<file path="src/sv/utf8d_pkg.sv">
`default_nettype none

package utf8d_pkg;

   // Field widths of the byte and result channels.
   localparam int TEXT_W  = 8;
   localparam int CP_W    = 21;
   localparam int POS_W   = 8;
   localparam int COUNT_W = 9;
   localparam int DATA_W  = 32;

   // Replacement character emitted for malformed input.
   localparam logic [CP_W-1:0] REPL_CP = 21'h00fffd;

   // Lead byte masks and patterns.
   localparam logic [7:0] ASCII_MASK = 8'h80;
   localparam logic [7:0] CONT_MASK  = 8'hc0;
   localparam logic [7:0] CONT_PAT   = 8'h80;
   localparam logic [7:0] LEAD2_MASK = 8'he0;
   localparam logic [7:0] LEAD2_PAT  = 8'hc0;
   localparam logic [7:0] LEAD3_MASK = 8'hf0;
   localparam logic [7:0] LEAD3_PAT  = 8'he0;
   localparam logic [7:0] LEAD4_MASK = 8'hf8;
   localparam logic [7:0] LEAD4_PAT  = 8'hf0;

   // Payload bits kept from lead and continuation bytes.
   localparam logic [7:0] CONT_BITS  = 8'h3f;
   localparam logic [7:0] LEAD2_BITS = 8'h1f;
   localparam logic [7:0] LEAD3_BITS = 8'h0f;
   localparam logic [7:0] LEAD4_BITS = 8'h07;

   typedef struct packed {
      logic             end_marker_only;
      logic             end_of_text;
      logic [POS_W-1:0] position;
      logic [CP_W-1:0]  code_point;
   } result_type;

endpackage

`default_nettype wire

</file>
<file path="src/sv/utf8_to_codepoint_decoder.sv">
`default_nettype none

// UTF-8 decoder: takes one text byte per beat on the req_ channel, with
// req_tlast marking the final byte of a text, and returns 21-bit code points
// on the rsp_ channel. Each byte is decoded in the cycle it is accepted, and
// its results (zero, one or two) are written into a four-entry result queue,
// which hands out one result per beat. A byte is accepted whenever at least
// two queue entries are free, so with a consumer that never stalls the block
// takes one byte every cycle; a byte that yields two results (a broken
// sequence) adds to the queue's fill, and the queue absorbs that. Malformed
// input (a stray byte, a sequence broken by a non-continuation byte, or a text
// that ends mid-sequence) yields U+FFFD; overlong forms and surrogates are not
// checked. At most min(max_count, MAX_CHARS, 256) code points are returned per
// text; if the final byte then produces nothing, a bare end marker beat with
// code point 0 and tuser set closes the text. max_count is written through the
// csr_ port, resets to 256 and is registered before it takes effect. All
// decode state returns to idle after the final byte of a text.
module utf8_to_codepoint_decoder #(
   parameter int MAX_CHARS = 256
) (
   input  wire                               clock,
   input  wire                               reset,
   // Byte input. tdata: text_byte [7:0]. tlast: final_byte.
   input  wire                               req_tvalid,
   output logic                              req_tready,
   input  wire  [utf8d_pkg::TEXT_W-1:0]      req_tdata,
   input  wire                               req_tlast,
   // Results. tdata: code_point [20:0], position [28:21], zero fill [31:29].
   // tlast: end_of_text. tuser: end_marker_only.
   output logic                              rsp_tvalid,
   input  wire                               rsp_tready,
   output logic [utf8d_pkg::DATA_W-1:0]      rsp_tdata,
   output logic                              rsp_tlast,
   output logic                              rsp_tuser,
   // Configuration: max_count.
   input  wire                               csr_valid,
   output logic                              csr_ready,
   input  wire  [utf8d_pkg::COUNT_W-1:0]     csr_data
);
   import utf8d_pkg::*;

   // The cap never exceeds 256, so the position field cannot wrap.
   localparam int              CapLim  = (MAX_CHARS < 256) ? MAX_CHARS : 256;
   localparam logic [COUNT_W-1:0] CAP_LIM = COUNT_W'(CapLim);

   localparam int QDEPTH = 4;
   localparam int QPTR_W = 2;

   logic [COUNT_W-1:0] max_count_ff, max_count_in;
   logic [CP_W-1:0]    partial_ff, partial_in;
   logic [1:0]         remain_ff, remain_in;
   logic [COUNT_W-1:0] emitted_ff, emitted_in;

   result_type         queue_ff [QDEPTH];
   logic [QPTR_W-1:0]  wr_ptr_ff, wr_ptr_in;
   logic [QPTR_W-1:0]  rd_ptr_ff, rd_ptr_in;
   logic [QPTR_W:0]    fill_ff, fill_in;

   logic               req_fire, rsp_fire;
   logic [7:0]         b;
   logic               fin;
   logic [COUNT_W-1:0] cap;

   logic               in_seq, is_cont, broken, cont_done, lead_active;
   logic               is_ascii, is_lead2, is_lead3, is_lead4, is_bad, lead_multi;
   logic [1:0]         remain_after;
   logic               truncated;
   logic [CP_W-1:0]    cont_code;
   logic [CP_W-1:0]    lead_code;

   logic               want_a, want_b, put_a, put_b, marker;
   logic [CP_W-1:0]    val_a, val_b;
   logic [COUNT_W-1:0] count_a;
   logic [1:0]         push_n;
   result_type         entry0, entry1;

   assign req_fire  = req_tvalid && req_tready;
   assign rsp_fire  = rsp_tvalid && rsp_tready;
   assign csr_ready = 1'b1;

   assign b   = req_tdata;
   assign fin = req_tlast;
   assign cap = (max_count_ff < CAP_LIM) ? max_count_ff : CAP_LIM;

   // Byte classification against the current sequence state.
   always_comb begin
      in_seq      = (remain_ff != 2'd0);
      is_cont     = ((b & CONT_MASK) == CONT_PAT);
      broken      = in_seq && !is_cont;
      cont_done   = in_seq && is_cont && (remain_ff == 2'd1);
      lead_active = !in_seq || broken;

      is_ascii   = lead_active && ((b & ASCII_MASK) == 8'h00);
      is_lead2   = lead_active && ((b & LEAD2_MASK) == LEAD2_PAT);
      is_lead3   = lead_active && ((b & LEAD3_MASK) == LEAD3_PAT);
      is_lead4   = lead_active && ((b & LEAD4_MASK) == LEAD4_PAT);
      lead_multi = is_lead2 || is_lead3 || is_lead4;
      is_bad     = lead_active && !is_ascii && !lead_multi;

      cont_code = {partial_ff[CP_W-7:0], b[5:0] & CONT_BITS[5:0]};

      priority if (is_lead2) begin
         lead_code    = CP_W'(b & LEAD2_BITS);
         remain_after = 2'd1;
      end else if (is_lead3) begin
         lead_code    = CP_W'(b & LEAD3_BITS);
         remain_after = 2'd2;
      end else if (is_lead4) begin
         lead_code    = CP_W'(b & LEAD4_BITS);
         remain_after = 2'd3;
      end else if (in_seq && is_cont) begin
         lead_code    = '0;
         remain_after = remain_ff - 2'd1;
      end else begin
         lead_code    = '0;
         remain_after = 2'd0;
      end

      truncated = fin && (remain_after != 2'd0);
   end

   // At most two code points are attempted per byte: a broken sequence's
   // replacement, then whatever the byte itself yields as a fresh lead.
   always_comb begin
      want_a = broken || cont_done || is_ascii || is_bad || truncated;
      priority if (broken)       val_a = REPL_CP;
      else if (cont_done)        val_a = cont_code;
      else if (is_ascii)         val_a = CP_W'(b);
      else                       val_a = REPL_CP;

      want_b = broken && (is_ascii || is_bad || truncated);
      val_b  = is_ascii ? CP_W'(b) : REPL_CP;

      put_a   = want_a && (emitted_ff < cap);
      count_a = emitted_ff + COUNT_W'(put_a);
      put_b   = want_b && (count_a < cap);

      // Nothing left to report on the final byte: send the end marker alone.
      marker = fin && !put_a;

      entry0.end_marker_only = marker;
      entry0.end_of_text     = fin && !put_b;
      entry0.position        = marker ? '0 : emitted_ff[POS_W-1:0];
      entry0.code_point      = marker ? '0 : val_a;

      entry1.end_marker_only = 1'b0;
      entry1.end_of_text     = fin;
      entry1.position        = count_a[POS_W-1:0];
      entry1.code_point      = val_b;

      if (marker) begin
         push_n = 2'd1;
      end else begin
         push_n = {1'b0, put_a} + {1'b0, put_b};
      end
   end

   // Decode state for the next byte.
   always_comb begin
      max_count_in = csr_valid ? csr_data : max_count_ff;
      partial_in   = partial_ff;
      remain_in    = remain_ff;
      emitted_in   = emitted_ff;
      if (req_fire) begin
         if (fin) begin
            partial_in = '0;
            remain_in  = 2'd0;
            emitted_in = '0;
         end else begin
            remain_in  = remain_after;
            emitted_in = count_a + COUNT_W'(put_b);
            priority if (lead_multi)    partial_in = lead_code;
            else if (in_seq && is_cont) partial_in = cont_done ? '0 : cont_code;
            else                        partial_in = '0;
         end
      end
   end

   // Result queue bookkeeping. Two free entries are kept for every byte.
   always_comb begin
      req_tready = (fill_ff <= (QPTR_W+1)'(QDEPTH - 2));
      rsp_tvalid = (fill_ff != '0);
      wr_ptr_in  = req_fire ? wr_ptr_ff + QPTR_W'(push_n) : wr_ptr_ff;
      rd_ptr_in  = rsp_fire ? rd_ptr_ff + QPTR_W'(1) : rd_ptr_ff;
      fill_in    = fill_ff + (req_fire ? (QPTR_W+1)'(push_n) : '0)
                           - (QPTR_W+1)'(rsp_fire);
   end

   always_ff @(posedge clock) begin
      if (reset) begin
         max_count_ff <= COUNT_W'(256);
         partial_ff   <= '0;
         remain_ff    <= 2'd0;
         emitted_ff   <= '0;
         wr_ptr_ff    <= '0;
         rd_ptr_ff    <= '0;
         fill_ff      <= '0;
      end else begin
         max_count_ff <= max_count_in;
         partial_ff   <= partial_in;
         remain_ff    <= remain_in;
         emitted_ff   <= emitted_in;
         wr_ptr_ff    <= wr_ptr_in;
         rd_ptr_ff    <= rd_ptr_in;
         fill_ff      <= fill_in;
      end
   end

   // Queue payload needs no reset.
   always_ff @(posedge clock) begin
      if (req_fire && (push_n != 2'd0)) begin
         queue_ff[wr_ptr_ff] <= entry0;
      end
      if (req_fire && (push_n == 2'd2)) begin
         queue_ff[wr_ptr_ff + QPTR_W'(1)] <= entry1;
      end
   end

   always_comb begin
      rsp_tdata = {(DATA_W-POS_W-CP_W)'(0), queue_ff[rd_ptr_ff].position,
                   queue_ff[rd_ptr_ff].code_point};
      rsp_tlast = queue_ff[rd_ptr_ff].end_of_text;
      rsp_tuser = queue_ff[rd_ptr_ff].end_marker_only;
   end

endmodule

`default_nettype wire

</file>
<file path="config.mk">
export PLATFORM = sky130hd
export DESIGN_NAME = utf8_to_codepoint_decoder
export DESIGN_NICKNAME = d
export VERILOG_FILES = /design/src/sv/utf8d_pkg.sv /design/src/sv/utf8_to_codepoint_decoder.sv
export SDC_FILE = /design/constraint.sdc
export NUM_CORES = 1
export LEC_CHECK = 0
export BUFFER_PORTS_ARGS = -buffer_cell sky130_fd_sc_hd__buf_2
export CORE_UTILIZATION = 50
export CTS_BUF_LIST = sky130_fd_sc_hd__clkbuf_16
export DETAILED_ROUTE_END_ITERATION = 10
export GPL_TIMING_DRIVEN = 0
export PLACE_DENSITY = 0.79
export SYNTH_ARGS = -nofsm -noshare
export SYNTH_HDL_FRONTEND = slang
export SYNTH_SLANG_ARGS = --single-unit
</file>
<file path="constraint.sdc">
create_clock -name clock -period 6.45 [get_ports clock]
set_input_delay 0.645 -clock clock [delete_from_list [all_inputs] [get_ports clock]]
set_output_delay 0.645 -clock clock [all_outputs]
set_load 0.05 [all_outputs]
</file>
==> metrics.log <==
INFO  metric status = finished clean
INFO  metric power_frac_comb = 0.308
INFO  metric count_of_h_tree_levels_built_during_cts = 4
INFO  metric postRouteWirelength = ~23000 microns
INFO  metric placed_area = between 9000 and 10000 sq um
INFO  metric final_nets = 900
INFO  metric num_vias = approximately 6.9k
INFO  metric globalRouteMet2Util = 0.388
INFO  metric synth_area = 8610 sq um
INFO  metric core.rowCount = 47
INFO  metric clock_pin_slew_on_the_worst_setup_and_hold_paths = 0.06 ns
INFO  metric number_of_antenna_violations_at_the_first_check_in_global_routing = 0
INFO  metric place_hpwl = about 16000 microns
INFO  metric cts.sink_count = 168
INFO  metric syn-mean-instance-area = around 11 sq um
INFO  metric drtAntennaViolNets = 0
INFO  metric gr-usage-all-layers = 0.258
INFO  metric multiInputGateArea = 3970 sq um
INFO  metric buffer_ports.inserted = 53
INFO  metric power.share.sequential = 0.399
INFO  metric power.leakage = ~3.6 nW
INFO  metric power.clock.fraction = 0.293
INFO  metric layout_commonest_cell = edfxtp_1
INFO  metric first_pass_iters = 5
INFO  metric finalHoldViolations = 0
INFO  metric synth_edf_count = 100
INFO  metric grt_pass1_wl = between 30000 and 40000 microns
INFO  metric post-route-min-period = 6.17 ns
INFO  metric cap_viol_max_count = 0
INFO  metric drt_iter0_drc = about 970
INFO  metric sw_frac_of_total = 0.366
INFO  metric layout.cells.most_common_list = edfxtp_1 (100), nor2_1 (70), dfxtp_1 (68)
INFO  metric slew_violations = 0
INFO  metric core_region_area = around 17000 sq um
INFO  metric cts-root-buf = clkbuf_16
INFO  metric slowest_stage = dfxtp_1
INFO  metric final.fill_count = 1369
INFO  metric final_area = 9810 sq um
INFO  metric critPathMostFrequentCell = ha_1
INFO  metric setup-violations-final = 0
INFO  metric worst_path_max_stage_delay = 0.39 ns
INFO  metric die-area = 17800 sq um
INFO  metric grt-busiest-layer = met2
INFO  metric grt_pass1_vias = 6389
INFO  metric insertion_delay = around 0.44 ns
INFO  metric crit_arrival = 6.48 ns
INFO  metric seqCellArea = 4360 sq um
INFO  metric peakVddDrop = between 0.2 and 0.25 mV
INFO  metric max-clock-path-buffers = 2
INFO  metric postSynthRegisterBits = around 170
INFO  metric startpoint_type = flop
INFO  metric cp-end-kind = flop
INFO  metric async_reset_ff_frac = 0
INFO  metric final.hold.worst_slack = 0.427 ns
INFO  metric worst-setup-path-type = reg -> reg
INFO  metric hp-class = in -> reg
INFO  metric floorplan.io_pins = 60
INFO  metric antenna_cells_inserted = 0
INFO  metric worst_slew_pin_slew = 0.999 ns
INFO  metric rsz0062_at_grt = true
INFO  metric max_freq = 162 MHz
INFO  metric grt_max_degree = 26
INFO  metric critical_path_required = 6.76 ns
INFO  metric tritoncts_clock_tree = built
INFO  metric total_global_routing_overflow = 0
INFO  metric die_w = 133 microns
INFO  metric switchingPower = 0.00116 W
INFO  metric vias_per_cell = 6.40
INFO  metric initial_utilization = 0.516
INFO  metric chipHeight = approximately 130 microns
INFO  metric global_route.usage.met3 = 0.0464
INFO  metric fin_worst_skew = 0.00981 ns
INFO  metric portion_of_the_post_synthesis_area_used_by_sequential_elements = 0.507
INFO  metric timing.max_slew.rel_slack = 0.329
INFO  metric finalCritPeriodShare = 0.957
INFO  metric global_route.usage.met1 = 0.359
INFO  metric postSynthCellCount = 770
INFO  metric cp_max_fo = 10
INFO  metric drt_drc_violations_left = 0
INFO  metric power_per_cell_area = 324 nW/um^2
INFO  metric yosys_warnings = 0
INFO  metric gp_congestion = between 0.9 and 1
INFO  metric cellInternalPower = 0.00202 W
INFO  metric final_layout_size_suffix_gt1_frac = 0.211
INFO  metric synthToLayoutAreaGrowth = 14.0%
INFO  metric tritoncts.num_buffers = 17
INFO  metric synth.distinct_cells = 71
INFO  metric ys.flop_type = edfxtp_1
INFO  metric wl_per_cell = 20.9 microns
final cells by class:
| class | count | area share |
|---|---|---|
| Sequential cell | 168 | 0.445 |
| Inverter | 22 | 0.00994 |
| Clock inverter | 15 | 0.0106 |
| Clock buffer | 17 | 0.0433 |
| Timing Repair Buffer | 57 | 0.0301 |
| Timing Repair inverter | 3 | 0.00229 |
| Tap cell | 220 | 0.0280 |
| Multi-Input combinational cell | 531 | 0.404 |
| Buffer | 51 | 0.0268 |
cell families (layout without fill, tap and decap cells):
logic type      Yosys count  in the layout  synth area share
simple gates            240            240             0.139
compound gates          206            206             0.168
flops                   168            168             0.507
buf+inv                  73            165            0.0397
mux                      41             41            0.0927
fa+ha+maj                26             26            0.0387
xor+xnor                 14             14            0.0142
other cells               2              4          0.000872
state kept, by name (all words and copies together), names as in the netlist, named ones only:
register and count:
emitted_ff 9, fill_ff 3, max_count_ff 9, partial_ff 15
queue_ff 124, rd_ptr_ff 2, remain_ff 2, wr_ptr_ff 2
final timing paths:
check                                      from              end  slack (ns)  cells after the start
worst min-delay path                csr_data[8]  max_count_ff[8]        0.43                      3
worst min register to register  queue_ff[1][19]  queue_ff[1][19]        0.46                      2
worst max-delay path            max_count_ff[8]       fill_ff[2]        0.28                     32
worst max register to register  max_count_ff[8]       fill_ff[2]        0.28                     32
routing by layer:
layer / up-vias / share of wire / wire (microns)
met2: 459 / 0.46 / 10300
met3: 68 / 0.11 / 2450
met4: 0 / 0.033 / 750
li1: 3083 / - / -
met5: - / 0 / 0
met1: 3328 / 0.40 / 9100
what timing repair did:
action | in CTS | in global routing
cloned | 0 | 3
pin swaps | 1 | 3
setup buffers | 1 | 3
hold buffers | 0 | 0
endpoints found under the setup margin | 106 | 103
hold endpoints to repair | 0 | 0
gates resized for setup | 3 | 15
Yosys cell counts, types with 3 or more instances:
master	n	area, sq um
nand2b_1	7	43.8
or3_1	6	37.5
o21a_1	3	22.5
nand4_1	10	62.6
inv_1	21	78.8
edfxtp_1	100	3000
dfxtp_1	68	1360
nand2_1	65	244
nor3b_1	3	22.5
mux2i_1	10	100
a22oi_1	18	135
nor3_1	8	40.0
a211oi_1	4	30.0
buf_4	9	67.6
o21ai_0	64	320
xor2_1	6	52.6
o22ai_1	23	144
clkbuf_1	21	78.8
nor2_2	5	31.3
buf_2	14	70.1
a32o_1	24	240
and2_1	10	62.6
nor2_4	4	45.0
o32ai_1	3	26.3
a21oi_1	25	125
ha_1	25	313
o211ai_1	5	37.5
buf_1	4	15.0
mux4_2	31	698
a21o_1	11	82.6
a21boi_0	4	30.0
nor2b_1	5	31.3
and3_1	4	25.0
a22o_1	3	26.3
nand3_1	28	140
xnor2_1	8	70.1
nor2_1	70	263
worst max-delay path: cells and delay by family (launching register included):
kind	cells	cell delay (ns)
AOI/OAI and AO/OA	6	1.01
xor gates and xnor gates	3	0.50
adders and majority gates	7	1.80
buffers and inverters	7	0.97
DFF	1	0.39
and+or+nand+nor	9	1.37
power groups by stage:
stage                     registers, W  logic [W]  clock network [W]
after floorplan                0.00128   0.000752                  0
after global placement         0.00129   0.000954                  0
after detailed placement       0.00129   0.000963                  0
after CTS                      0.00127   0.000970           0.000935
after global routing           0.00128    0.00104           0.000975
final                          0.00127   0.000980           0.000932
metrics by stage:
stage	total power [W]	cells	util	TNS (ns)	setup slack, ns
6_report	0.00318	1084	0.588	0	0.277
5_1_grt	0.00329	1084	0.588	-0.0444	-0.0444
4_1_cts	0.00317	1078	0.582	0	0.0263
3_5_place_dp	0.00226	1045	0.548	-36.75	-0.529
3_3_place_gp	0.00224	1045	0.548	-30.94	-0.509
2_1_floorplan	0.00203	772	-	0	0.665
No activity file was read; power rests on OpenSTA's default activity.
